### src/hw/rtl/pdc_pkg.sv
// ----------------------------------------------------------------------------
// PWM calculator package
// Field widths, status and operation codes, and the queued command format.
// ----------------------------------------------------------------------------
package pdc_pkg;

  localparam int CLK_W  = 27;
  localparam int FREQ_W = 27;
  localparam int CHAN_W = 2;
  localparam int DUTY_W = 14;
  localparam int STAT_W = 2;

  localparam logic [CLK_W-1:0]  CLK_RESET = 27'd8000000;
  localparam logic [DUTY_W-1:0] DUTY_FULL = 14'd10000;

  localparam logic [STAT_W-1:0] ST_OK       = 2'd0;
  localparam logic [STAT_W-1:0] ST_BAD_FREQ = 2'd1;
  localparam logic [STAT_W-1:0] ST_BAD_DUTY = 2'd2;

  typedef enum logic [1:0] {
    OP_SET_FREQ,
    OP_BAD_FREQ,
    OP_SET_DUTY,
    OP_BAD_DUTY
  } op_t;

  typedef struct packed {
    op_t               op;
    logic [FREQ_W-1:0] freq;
    logic [CHAN_W-1:0] chan;
    logic [DUTY_W-1:0] duty;
  } cmd_t;

endpackage

### src/hw/rtl/pdc_div.sv
// ----------------------------------------------------------------------------
// PWM calculator divider
// Restoring unsigned divider that retires one quotient bit per cycle.
// ----------------------------------------------------------------------------
module pdc_div #(
  parameter int NW = 30,
  parameter int DW = 43
) (
  input  logic          clk,
  input  logic          rst,
  input  logic          start,
  input  logic [NW-1:0] dividend,
  input  logic [DW-1:0] divisor,
  output logic          done,
  output logic [NW-1:0] quotient
);

  localparam int CW = $clog2(NW + 1);

  logic [DW-1:0] rem;
  logic [NW-1:0] quo;
  logic [DW-1:0] dsr;
  logic [CW-1:0] count;
  logic [DW:0]   shifted;
  logic [DW:0]   diff;
  logic          ge;

  always_comb begin
    shifted = {rem, quo[NW-1]};
    diff    = shifted - {1'b0, dsr};
    ge      = (shifted >= {1'b0, dsr});
  end

  always_ff @(posedge clk) begin
    if (rst) begin
      count <= '0;
      done  <= 1'b0;
    end else begin
      done <= 1'b0;
      if (start) begin
        count <= CW'(NW);
      end else if (count != '0) begin
        count <= count - CW'(1);
        if (count == CW'(1)) begin
          done <= 1'b1;
        end
      end
    end
  end

  always_ff @(posedge clk) begin
    if (start) begin
      rem <= '0;
      quo <= dividend;
      dsr <= divisor;
    end else if (count != '0) begin
      rem <= ge ? diff[DW-1:0] : shifted[DW-1:0];
      quo <= {quo[NW-2:0], ge};
    end
  end

  assign quotient = quo;

endmodule

### src/hw/rtl/pdc_front.sv
// ----------------------------------------------------------------------------
// PWM calculator front end
// Accepts request beats, classifies them and holds them in a two-entry queue.
// ----------------------------------------------------------------------------
module pdc_front (
  input  logic                      clk,
  input  logic                      rst,
  input  logic                      in_valid,
  output logic                      in_stall,
  input  logic                      req_type,
  input  logic [pdc_pkg::FREQ_W-1:0] frequency_hz,
  input  logic [pdc_pkg::CHAN_W-1:0] channel,
  input  logic [pdc_pkg::DUTY_W-1:0] duty_hundredths,
  output logic                      q_valid,
  input  logic                      q_pop,
  output pdc_pkg::cmd_t             q_cmd
);

  import pdc_pkg::*;

  cmd_t       entries [2];
  logic       wr_ptr;
  logic       rd_ptr;
  logic [1:0] fill;
  logic       push;
  cmd_t       cls;

  always_comb begin
    cls.freq = frequency_hz;
    cls.chan = channel;
    cls.duty = duty_hundredths;
    if (req_type == 1'b0) begin
      cls.op = (frequency_hz == '0) ? OP_BAD_FREQ : OP_SET_FREQ;
    end else begin
      cls.op = (duty_hundredths > DUTY_FULL) ? OP_BAD_DUTY : OP_SET_DUTY;
    end
  end

  assign in_stall = (fill == 2'd2);
  assign push     = in_valid && !in_stall;
  assign q_valid  = (fill != 2'd0);
  assign q_cmd    = entries[rd_ptr];

  always_ff @(posedge clk) begin
    if (rst) begin
      wr_ptr <= 1'b0;
      rd_ptr <= 1'b0;
      fill   <= 2'd0;
    end else begin
      if (push) begin
        wr_ptr <= ~wr_ptr;
      end
      if (q_pop) begin
        rd_ptr <= ~rd_ptr;
      end
      if (push && !q_pop) begin
        fill <= fill + 2'd1;
      end else if (q_pop && !push) begin
        fill <= fill - 2'd1;
      end
    end
  end

  always_ff @(posedge clk) begin
    if (push) begin
      entries[wr_ptr] <= cls;
    end
  end

endmodule

### src/hw/rtl/pdc_back.sv
// ----------------------------------------------------------------------------
// PWM calculator back end
// Sequences the divisions for each frequency command, keeps the period and
// the clock setting, and holds the result beat until it is taken.
// ----------------------------------------------------------------------------
module pdc_back #(
  parameter int COUNTER_BITS = 16
) (
  input  logic                      clk,
  input  logic                      rst,
  input  logic                      cfg_wr_en,
  input  logic [pdc_pkg::CLK_W-1:0] cfg_wr_data,
  input  logic                      q_valid,
  output logic                      q_pop,
  input  pdc_pkg::cmd_t             q_cmd,
  output logic                      out_valid,
  input  logic                      out_stall,
  output logic [COUNTER_BITS-1:0]   prescale,
  output logic [COUNTER_BITS-1:0]   period,
  output logic [COUNTER_BITS-1:0]   compare,
  output logic [pdc_pkg::CHAN_W-1:0] out_channel,
  output logic [pdc_pkg::STAT_W-1:0] status
);

  import pdc_pkg::*;

  localparam int CB = COUNTER_BITS;
  localparam int PW = CB + DUTY_W;
  localparam int NW = (PW > CLK_W) ? PW : CLK_W;
  localparam int DW = CB + FREQ_W;
  localparam logic [CB-1:0] LIM = '1;
  localparam int RECIP_SH = PW + 2;
  localparam int RECIP_W  = PW - 11;
  localparam logic [RECIP_W-1:0] RECIP =
    RECIP_W'((64'd1 << RECIP_SH) / 64'(DUTY_FULL));

  typedef enum logic [2:0] {
    S_IDLE,
    S_LOAD,
    S_DIV1,
    S_MUL,
    S_DIV2,
    S_RECIP,
    S_FIX,
    S_FINISH
  } state_t;

  state_t               state;
  cmd_t                 cmd;
  logic [CLK_W-1:0]     clk_hz;
  logic [CB-1:0]        period_value;
  logic [CB-1:0]        p;
  logic                 div_start;
  logic [NW-1:0]        div_dividend;
  logic [DW-1:0]        div_divisor;
  logic                 div_done;
  logic [NW-1:0]        div_quo;
  logic [CB-1:0]        res_presc;
  logic [CB-1:0]        res_per;
  logic [CB-1:0]        res_cmp;
  logic [CHAN_W-1:0]    res_chan;
  logic [STAT_W-1:0]    res_stat;
  logic [DW-1:0]        lim_freq;
  logic [DW-1:0]        p_freq;
  logic [PW-1:0]        duty_prod;
  logic [NW:0]          p_next;
  logic [PW-1:0]        duty_x;
  logic [CB-1:0]        cmp_est;
  logic [PW+RECIP_W-1:0] recip_prod;
  logic [PW-1:0]        cmp_back;
  logic [PW-1:0]        cmp_rem;

  // The duty quotient is estimated by a reciprocal multiplication that is at
  // most one low, and one compare against the remainder corrects it.
  always_comb begin
    lim_freq   = {cmd.freq, {CB{1'b0}}} - DW'(cmd.freq);
    p_freq     = p * cmd.freq;
    duty_prod  = period_value * cmd.duty;
    p_next     = (NW + 1)'(div_quo) + (NW + 1)'(1);
    recip_prod = duty_x * RECIP;
    cmp_back   = cmp_est * DUTY_FULL;
    cmp_rem    = duty_x - cmp_back;
  end

  assign q_pop = (state == S_IDLE) && q_valid;

  pdc_div #(
    .NW (NW),
    .DW (DW)
  ) u_div (
    .clk      (clk),
    .rst      (rst),
    .start    (div_start),
    .dividend (div_dividend),
    .divisor  (div_divisor),
    .done     (div_done),
    .quotient (div_quo)
  );

  always_ff @(posedge clk) begin
    if (rst) begin
      state        <= S_IDLE;
      out_valid    <= 1'b0;
      div_start    <= 1'b0;
      clk_hz       <= CLK_RESET;
      period_value <= '0;
    end else begin
      div_start <= ((state == S_LOAD) && (cmd.op == OP_SET_FREQ)) || (state == S_MUL);
      if (cfg_wr_en) begin
        clk_hz <= cfg_wr_data;
      end
      if (out_valid && !out_stall && (state != S_FINISH)) begin
        out_valid <= 1'b0;
      end
      case (state)
        S_IDLE: begin
          if (q_valid) begin
            cmd   <= q_cmd;
            state <= S_LOAD;
          end
        end
        S_LOAD: begin
          res_presc <= '0;
          res_per   <= period_value;
          res_cmp   <= '0;
          case (cmd.op)
            OP_SET_FREQ: begin
              res_chan     <= '0;
              res_stat     <= ST_OK;
              div_dividend <= NW'(clk_hz);
              div_divisor  <= lim_freq;
              state        <= S_DIV1;
            end
            OP_BAD_FREQ: begin
              res_chan <= '0;
              res_stat <= ST_BAD_FREQ;
              state    <= S_FINISH;
            end
            OP_SET_DUTY: begin
              res_chan <= cmd.chan;
              res_stat <= ST_OK;
              duty_x   <= duty_prod;
              state    <= S_RECIP;
            end
            default: begin
              res_chan <= cmd.chan;
              res_stat <= ST_BAD_DUTY;
              state    <= S_FINISH;
            end
          endcase
        end
        S_DIV1: begin
          if (div_done) begin
            if (p_next >= (NW + 1)'(LIM)) begin
              res_stat <= ST_BAD_FREQ;
              state    <= S_FINISH;
            end else begin
              p     <= p_next[CB-1:0];
              state <= S_MUL;
            end
          end
        end
        S_MUL: begin
          div_dividend <= NW'(clk_hz);
          div_divisor  <= p_freq;
          state        <= S_DIV2;
        end
        S_DIV2: begin
          if (div_done) begin
            res_presc    <= p;
            res_per      <= div_quo[CB-1:0];
            period_value <= div_quo[CB-1:0];
            state        <= S_FINISH;
          end
        end
        S_RECIP: begin
          cmp_est <= recip_prod[RECIP_SH +: CB];
          state   <= S_FIX;
        end
        S_FIX: begin
          res_cmp <= (cmp_rem >= PW'(DUTY_FULL)) ? cmp_est + CB'(1) : cmp_est;
          state   <= S_FINISH;
        end
        S_FINISH: begin
          if (!out_valid || !out_stall) begin
            out_valid   <= 1'b1;
            prescale    <= res_presc;
            period      <= res_per;
            compare     <= res_cmp;
            out_channel <= res_chan;
            status      <= res_stat;
            state       <= S_IDLE;
          end
        end
        default: begin
          state <= S_IDLE;
        end
      endcase
    end
  end

endmodule

### src/hw/rtl/pwm_period_and_duty_calculator_core.sv
// ----------------------------------------------------------------------------
// PWM period and duty calculator
// Finds prescaler and period for a requested frequency, and compare values
// for a requested duty cycle, against a programmable timer clock.
// ----------------------------------------------------------------------------
// A frequency beat runs two divisions on the shared divider, one when no
// prescaler fits; a duty beat runs a reciprocal multiply and a correcting
// compare; a rejected beat goes straight to the result. The divider, of width
// NW = max(27, COUNTER_BITS+14), 30 by default, retires one quotient bit per
// cycle. The back end takes one beat at a time; the front queue holds two.
// Reset: synchronous rst empties the queue, clears the kept period to zero
// and loads the timer clock register with 8000000.
module pwm_period_and_duty_calculator_core #(
  parameter int COUNTER_BITS = 16
) (
  input  logic                       clk,
  input  logic                       rst,
  input  logic                       cfg_wr_en,
  input  logic [pdc_pkg::CLK_W-1:0]  cfg_wr_data,
  input  logic                       in_valid,
  output logic                       in_stall,
  input  logic                       req_type,
  input  logic [pdc_pkg::FREQ_W-1:0] frequency_hz,
  input  logic [pdc_pkg::CHAN_W-1:0] channel,
  input  logic [pdc_pkg::DUTY_W-1:0] duty_hundredths,
  output logic                       out_valid,
  input  logic                       out_stall,
  output logic [COUNTER_BITS-1:0]    prescale,
  output logic [COUNTER_BITS-1:0]    period,
  output logic [COUNTER_BITS-1:0]    compare,
  output logic [pdc_pkg::CHAN_W-1:0] out_channel,
  output logic [pdc_pkg::STAT_W-1:0] status
);

  import pdc_pkg::*;

  logic q_valid;
  logic q_pop;
  cmd_t q_cmd;

  pdc_front u_front (
    .clk             (clk),
    .rst             (rst),
    .in_valid        (in_valid),
    .in_stall        (in_stall),
    .req_type        (req_type),
    .frequency_hz    (frequency_hz),
    .channel         (channel),
    .duty_hundredths (duty_hundredths),
    .q_valid         (q_valid),
    .q_pop           (q_pop),
    .q_cmd           (q_cmd)
  );

  pdc_back #(
    .COUNTER_BITS (COUNTER_BITS)
  ) u_back (
    .clk         (clk),
    .rst         (rst),
    .cfg_wr_en   (cfg_wr_en),
    .cfg_wr_data (cfg_wr_data),
    .q_valid     (q_valid),
    .q_pop       (q_pop),
    .q_cmd       (q_cmd),
    .out_valid   (out_valid),
    .out_stall   (out_stall),
    .prescale    (prescale),
    .period      (period),
    .compare     (compare),
    .out_channel (out_channel),
    .status      (status)
  );

endmodule

### config.mk
export PLATFORM = sky130hd
export DESIGN_NAME = pwm_period_and_duty_calculator_core
export DESIGN_NICKNAME = d
export VERILOG_FILES = /design/src/hw/rtl/pdc_pkg.sv /design/src/hw/rtl/pdc_div.sv /design/src/hw/rtl/pdc_front.sv /design/src/hw/rtl/pdc_back.sv /design/src/hw/rtl/pwm_period_and_duty_calculator_core.sv
export SDC_FILE = /design/constraint.sdc
export NUM_CORES = 2
export LEC_CHECK = 0
export ABC_CLOCK_PERIOD_IN_PS = 21300
export BUFFER_PORTS_ARGS = -buffer_cell sky130_fd_sc_hd__buf_2
export CAP_MARGIN = 20
export CORE_ASPECT_RATIO = 0.7
export CORE_MARGIN = 2
export CORE_UTILIZATION = 55
export CTS_CLUSTER_SIZE = 16
export DETAILED_ROUTE_END_ITERATION = 10
export GPL_ROUTABILITY_DRIVEN = 0
export PLACE_DENSITY = 0.83
export SYNTH_ARGS = -nofsm -noshare
export SYNTH_HDL_FRONTEND = slang
export SYNTH_SLANG_ARGS = --single-unit
### constraint.sdc
create_clock -name clk -period 21.3 [get_ports clk]
set_input_delay 0 -clock clk [delete_from_list [all_inputs] [get_ports clk]]
set_output_delay 0 -clock clk [all_outputs]
set_load 0.01 [all_outputs]
Word level (Yosys, flattened, before mapping)
Memory sizes are Yosys's and may differ from the RTL's. A register that Yosys moved wholly into a read port is not among the register bits.
Index checks and enable logic that the tools add are counted.

storage, ports and cells
  word-level logic and storage cells = 147
  register bits after elaboration = 413
  bits in read-only memories = 0
  bits in latches = 0
  RAM bits = 90
  input port bits = 76
  memories = 1

operators by class
  order comparisons = 4
  bitwise logic cells = 5
  reductions and logical operators = 41
  muxes and demuxes = 37
  add/sub/neg operators = 8
  shift-type cells = 0
  eq/ne operators = 18
  $mul = 4
  divide/modulo/power cells = 0

memory list
  memory           words  width  rd ports  clocked after memory_dff  wr ports  line             text
  u_front.entries  2      45     1         1                         1         pdc_front.sv:21  cmd_t entries [2];

operator list
  kind                                                                                    count
  16-bit case mux with 2 select lines                                                     3
  30-bit two-way mux                                                                      3
  43-bit two-way mux                                                                      2
  43-bit case mux with 2 select lines                                                     1
  30-bit case mux with 2 select lines                                                     1
  16-bit two-way mux                                                                      3
  30-bit by 16-bit multiplier with 45-bit output (second input constant)                  1
  44-bit by 43-bit greater-or-equal comparator with 1-bit output                          1
  16-bit by 27-bit multiplier with 43-bit output                                          1
  43-bit by 27-bit subtractor with 43-bit output                                          1
  43-bit subtractor                                                                       1
  30-bit by 1-bit adder with 31-bit output (second input constant)                        1
  31-bit by 16-bit greater-or-equal comparator with 1-bit output (second input constant)  1
  30-bit by 14-bit greater-or-equal comparator with 1-bit output (second input constant)  1
  16-bit by 14-bit multiplier with 30-bit output                                          1
  30-bit subtractor                                                                       1
  27-bit logical NOT                                                                      1
  16-bit by 10-bit multiplier with 26-bit output (second input constant)                  1
  3-bit case mux with 8 select lines                                                      1
  16-bit by 1-bit adder with 16-bit output (second input constant)                        1
  3-bit two-way mux                                                                       5
  3-bit AND reduction                                                                     5
  14-bit > comparator (second input constant)                                             1
  2-bit nonzero test                                                                      7
  other kinds (28)                                                                        72

Longest topological paths before layout
  depth in word-level cells = 7
  depth in mapped cells = 33
  mapped depth without buffers = 32

By module
From an unflattened synthesis, not the netlist that was laid out.

second synthesis, totals
  cell total of the unflattened synthesis = 5510
  area total of the unflattened synthesis = 56633.1 um2

by module, submodules not included
  module     area an instance (um2)  instances  cells an instance
  pdc_back   45620.0                 1          4554
  pdc_div    7432.1                  1          773
  pdc_front  3580.9                  1          183

Least setup slack after synthesis
OpenSTA, ideal clock, no wires.

  path kind = reg-to-reg
  from = register u_back.cmd[24] (netlist bit)
  to = register u_back.div_divisor[41], data pin
  stages on the path, launching flop included = 27
  path slack = 14085 ps
  required time = 21031 ps
  arrival time = 6946 ps
  path through = edfxtp_1 -> clkbuf_1 -> clkbuf_1 -> nand2_1 -> fa_1 -> inv_1 -> fa_1 -> inv_1 -> fa_1 -> inv_1 -> fa_1 -> inv_1 -> fa_1 -> inv_1 -> fa_1 -> ha_1 -> a21o_1 -> a21o_1 -> a221o_1 -> a21oi_1 -> o21ai_1 -> a41oi_1 -> o21ai_1 -> a221oi_1 -> o21bai_1 -> o41ai_1 -> a211oi_1

on the way
  cells in the longest elaborated chain, start to end = 3

ends and longest elaborated chain
  item                                                                                                    line             text
  from (decl)                                                                                             pdc_back.sv:49   cmd_t cmd;
  from (signal assigned)                                                                                  pdc_back.sv:118  cmd <= q_cmd;
  parallel branches: the longest is 2 deep, another holds 16-bit by 27-bit multiplier with 43-bit output  --
  43-bit case mux with 2 select lines (*)                                                                 pdc_back.sv:115  case (state)
  to (signal assigned)                                                                                    pdc_back.sv:131  div_divisor <= lim_freq;
  to (signal assigned)                                                                                    pdc_back.sv:165  div_divisor <= p_freq;
  to (decl)                                                                                               pdc_back.sv:55   logic [DW-1:0] div_divisor;

Every way passes the cells marked *. The select of a mux whose other input is x is not followed.
A chain may end at the register's enable or synchronous reset.

Worst setup path in the final report
Ends and elaborated chain as after synthesis.

==> impl_metrics.csv <==
group,metric,value,unit
worst_setup_path,critPathMaxFanout,23,
clocking,cts.sinks,545,
sta,skew,37.0,ps
synth,synthTopCellsByCount,"inv_1, fa_1, nand2_1, ha_1, edfxtp_1",
routing,drc,0,
worst_setup_path,critPathSlowestCell,"edfxtp_1",
routing,wl_per_cell,21.1,um
synth,synth_edf_count,444,
sta,tightest_slew,1240,ps
clocking,numCtsBuffers,55,
clocking,cts_tree,"done",
sta,drv_slew,0,
global_route,grt_overflow_total,0,
routing,dr.pass1.iters,6,
clocking,clk_pin_slew_worst_paths,70,ps
synth,ys_types,87,
clocking,clockBufferDepth,3,
job,drv_cap,0,
synth,synth_nets,6874,
worst_setup_path,regToRegSetupSlack,13120,ps
worst_setup_path,worst-setup-path-type,"register to register",
synth,synth_ff_type,"edfxtp_1",
routing,finalWirelength,148000,um
floorplanning,die_x,386,um
worst_setup_path,crit_required,21650,ps
worst_setup_path,max_stage_delay,1040,ps
worst_setup_path,reg2reg_to,"u_back.div_divisor[41]$_DFFE_PP_",
worst_setup_path,regToRegStartpoint,"u_back.cmd[24]$_DFFE_PP_",
worst_hold_path,whs_path_depth,3,
sta,fmax,122,MHz
layout,drive_gt1_share,7.14,%
floorplanning,num_rows,98,
place,dp_cells,6809,
floorplanning,start_util,55.3,%
worst_hold_path,hold_start,"cfg_wr_en",
layout,fin_cells,7011,
synth,synth_area_leaders,"fa_1, edfxtp_1, ha_1",
synth,synthCells,5504,
worst_setup_path,critPathArrivalTime,8530,ps
global_route,grt_antenna_before_repair,6,
layout,nFillCells,7819,
worst_setup_path,ff2ff_path_depth,24,
synth,syn_area_per_cell,10.2,sq um
floorplanning,core-area,102000,sq um
synth,yosysWarnings,0,
sta,maxSlewHeadroom,17.6,%
layout,area_delta_synth_final,8.48,%
floorplanning,io_pins,130,
clocking,insertion_delay,650,ps
synth,synth_area,56300,sq um
routing,ant_nets,0,
synth,seq_area_frac_synth,27.3,%
routing,vias_per_cell,5.84,
global_route,grt_pass1_vias,42900,
routing,dr_total_vias,40900,
layout,final_nets,6984,
clocking,htree_levels,2,
sta,grt_setup_unrepaired,"no",
worst_setup_path,cp_top_family,"adder cells",
synth,yosysMostFrequentCell,"inv_1",
layout,multi_input_area,36400,sq um
layout,seqCellArea,15400,sq um
sta,final.min_clock_period,8180,ps
worst_setup_path,crit_chain,"nand2_1 > fa_1 > inv_1 > fa_1 > inv_1 > fa_1 > inv_1 > fa_1 > inv_1 > fa_1 > inv_1 > fa_1 > ha_1 > a21o_1 > a21o_1 > a221o_1 > a21oi_1 > o21ai_1 > a41oi_1 > o21ai_1 > a221oi_1 > o21bai_1 > o41ai_1 > a211oi_1",
worst_setup_path,crit_top_cell,"fa_1",
outcome,status,"finished clean",
sta,hold_viol_final,0,
sta,finalCritPeriodShare,38.4,%
synth,ys_async_sr_fraction,0,%
clocking,cts-root-buf,"clkbuf_16",
worst_hold_path,hold_end,"u_back.clk_hz[22]$_SDFFE_PP1P_",
worst_setup_path,endpoint_kind,"register",
synth,synth_top_cell_by_area,"fa_1",
worst_setup_path,path_buf_inv,5,
sta,setup_viol,0,
place,port_buffers,129,
routing,drtIter0Drc,4408,
sta,fin_setup_tns,0,ps
floorplanning,die-area,105000,sq um
global_route,grt_max_degree,71,
synth,ys_seq_elements,545,
global_route,grt_pass1_wl,237000,um
place,dp_hpwl,112000,um
worst_hold_path,hold_class,"primary input to register",
floorplanning,die_h,272,um
worst_setup_path,startpoint_type,"register",
global_route,grt_util_all_layers,28.8,%
synth,synth_top_area_share,26.9,%
[per-stage QoR]
step / hold slack (ps) / utilization (%) / setup WS [ps] / instance area, sq um
CTS: 2.71 / 59.9 / 13260 / 61000
global placement: 192 / 57.2 / 13580 / 58200
floorplan: 98.9 / - / 14080 / 56300
finish: 38.1 / 60.0 / 13120 / 61000
detailed placement: 195 / 57.2 / 13320 / 58200
global route: 51.7 / 60.0 / 12770 / 61000
[worst max path at each step]
stage,from,cells past startpoint,slack [ps],end
final,u_back.cmd[24]$_DFFE_PP_,24,13120,u_back.div_divisor[41]$_DFFE_PP_
after global placement,u_back.cmd[24]$_DFFE_PP_,24,13580,u_back.div_divisor[41]$_DFFE_PP_
after CTS,u_back.cmd[24]$_DFFE_PP_,24,13260,u_back.div_divisor[41]$_DFFE_PP_
after floorplan,u_back.cmd[24]$_DFFE_PP_,26,14080,u_back.div_divisor[41]$_DFFE_PP_
after global routing,u_back.cmd[24]$_DFFE_PP_,24,12770,u_back.div_divisor[41]$_DFFE_PP_
after detailed placement,u_back.cmd[24]$_DFFE_PP_,24,13320,u_back.div_divisor[41]$_DFFE_PP_
[kinds of logic (layout without fill, tap and decap cells)]
kind of cell | Yosys count | after routing | synth area share [%]
and+or+nand+nor | 1404 | 1404 | 11.8
other | 0 | 1 | 0
muxes | 139 | 139 | 2.67
xor gates and xnor gates | 213 | 213 | 3.34
buffers and inverters | 1223 | 1379 | 8.18
adders and majority gates | 1294 | 1294 | 38.9
DFF | 545 | 545 | 27.3
AOI/OAI and AO/OA | 686 | 686 | 7.91
[layer usage]
layer | up-vias | share of wire [%] | track usage, %
met5 | - | 0.048 | 0
met4 | 10 | 4.8 | 11.5
met3 | 442 | 11 | 7.20
met2 | 2321 | 45 | 45.2
met1 | 20100 | 39 | 38.4
li1 | 18000 | - | -
[area by class of cell]
class	count	share of cell area (%)
clock buffers	72	2.51
well taps	1350	2.77
inverters	1008	6.20
repair buffers	268	3.21
multi-input cells	3736	59.6
diodes	1	0.00410
clock inverters	31	0.551
flip-flops and latches	545	25.2
[tightest hold or removal path: stages]
cell and delay, ps:
buf_2 370, mux2i_1 210, nand2_1 60
[registers in the layout, indices dropped and copies added, names as in the netlist, 27 cells and up]
register,count
u_back.clk_hz,27
u_back.cmd,45
u_back.div_dividend,27
u_back.div_divisor,43
u_back.duty_x,30
u_back.u_div.dsr,43
u_back.u_div.quotient,30
u_back.u_div.rem,43
u_front.entries,90
[cells in the final DEF (no fill, tap or decap), types with 59 or more instances in the layout]
master and instances:
o21ai_0 125, xor2_1 81, fa_1 757, buf_2 129
a21oi_1 213, dfxtp_1 99, inv_1 1008, a21o_1 102
clkbuf_16 59, ha_1 537, edfxtp_1 444, xnor2_1 131
nor2_1 205, nand2_1 653, dlygate4sd3_1 95, and2_1 240
mux2_2 88
[what timing repair did]
| item | in CTS | in global routing |
|---|---|---|
| buffers inserted | 0 | 0 |
| hold endpoints to repair | 125 | 0 |
| hold buffers | 95 | 0 |
| gates resized for setup | 0 | 0 |
Power is left out: the tool's default activity adds up to more than one toggle a clock period on the data nets, which glitch-free logic cannot reach.
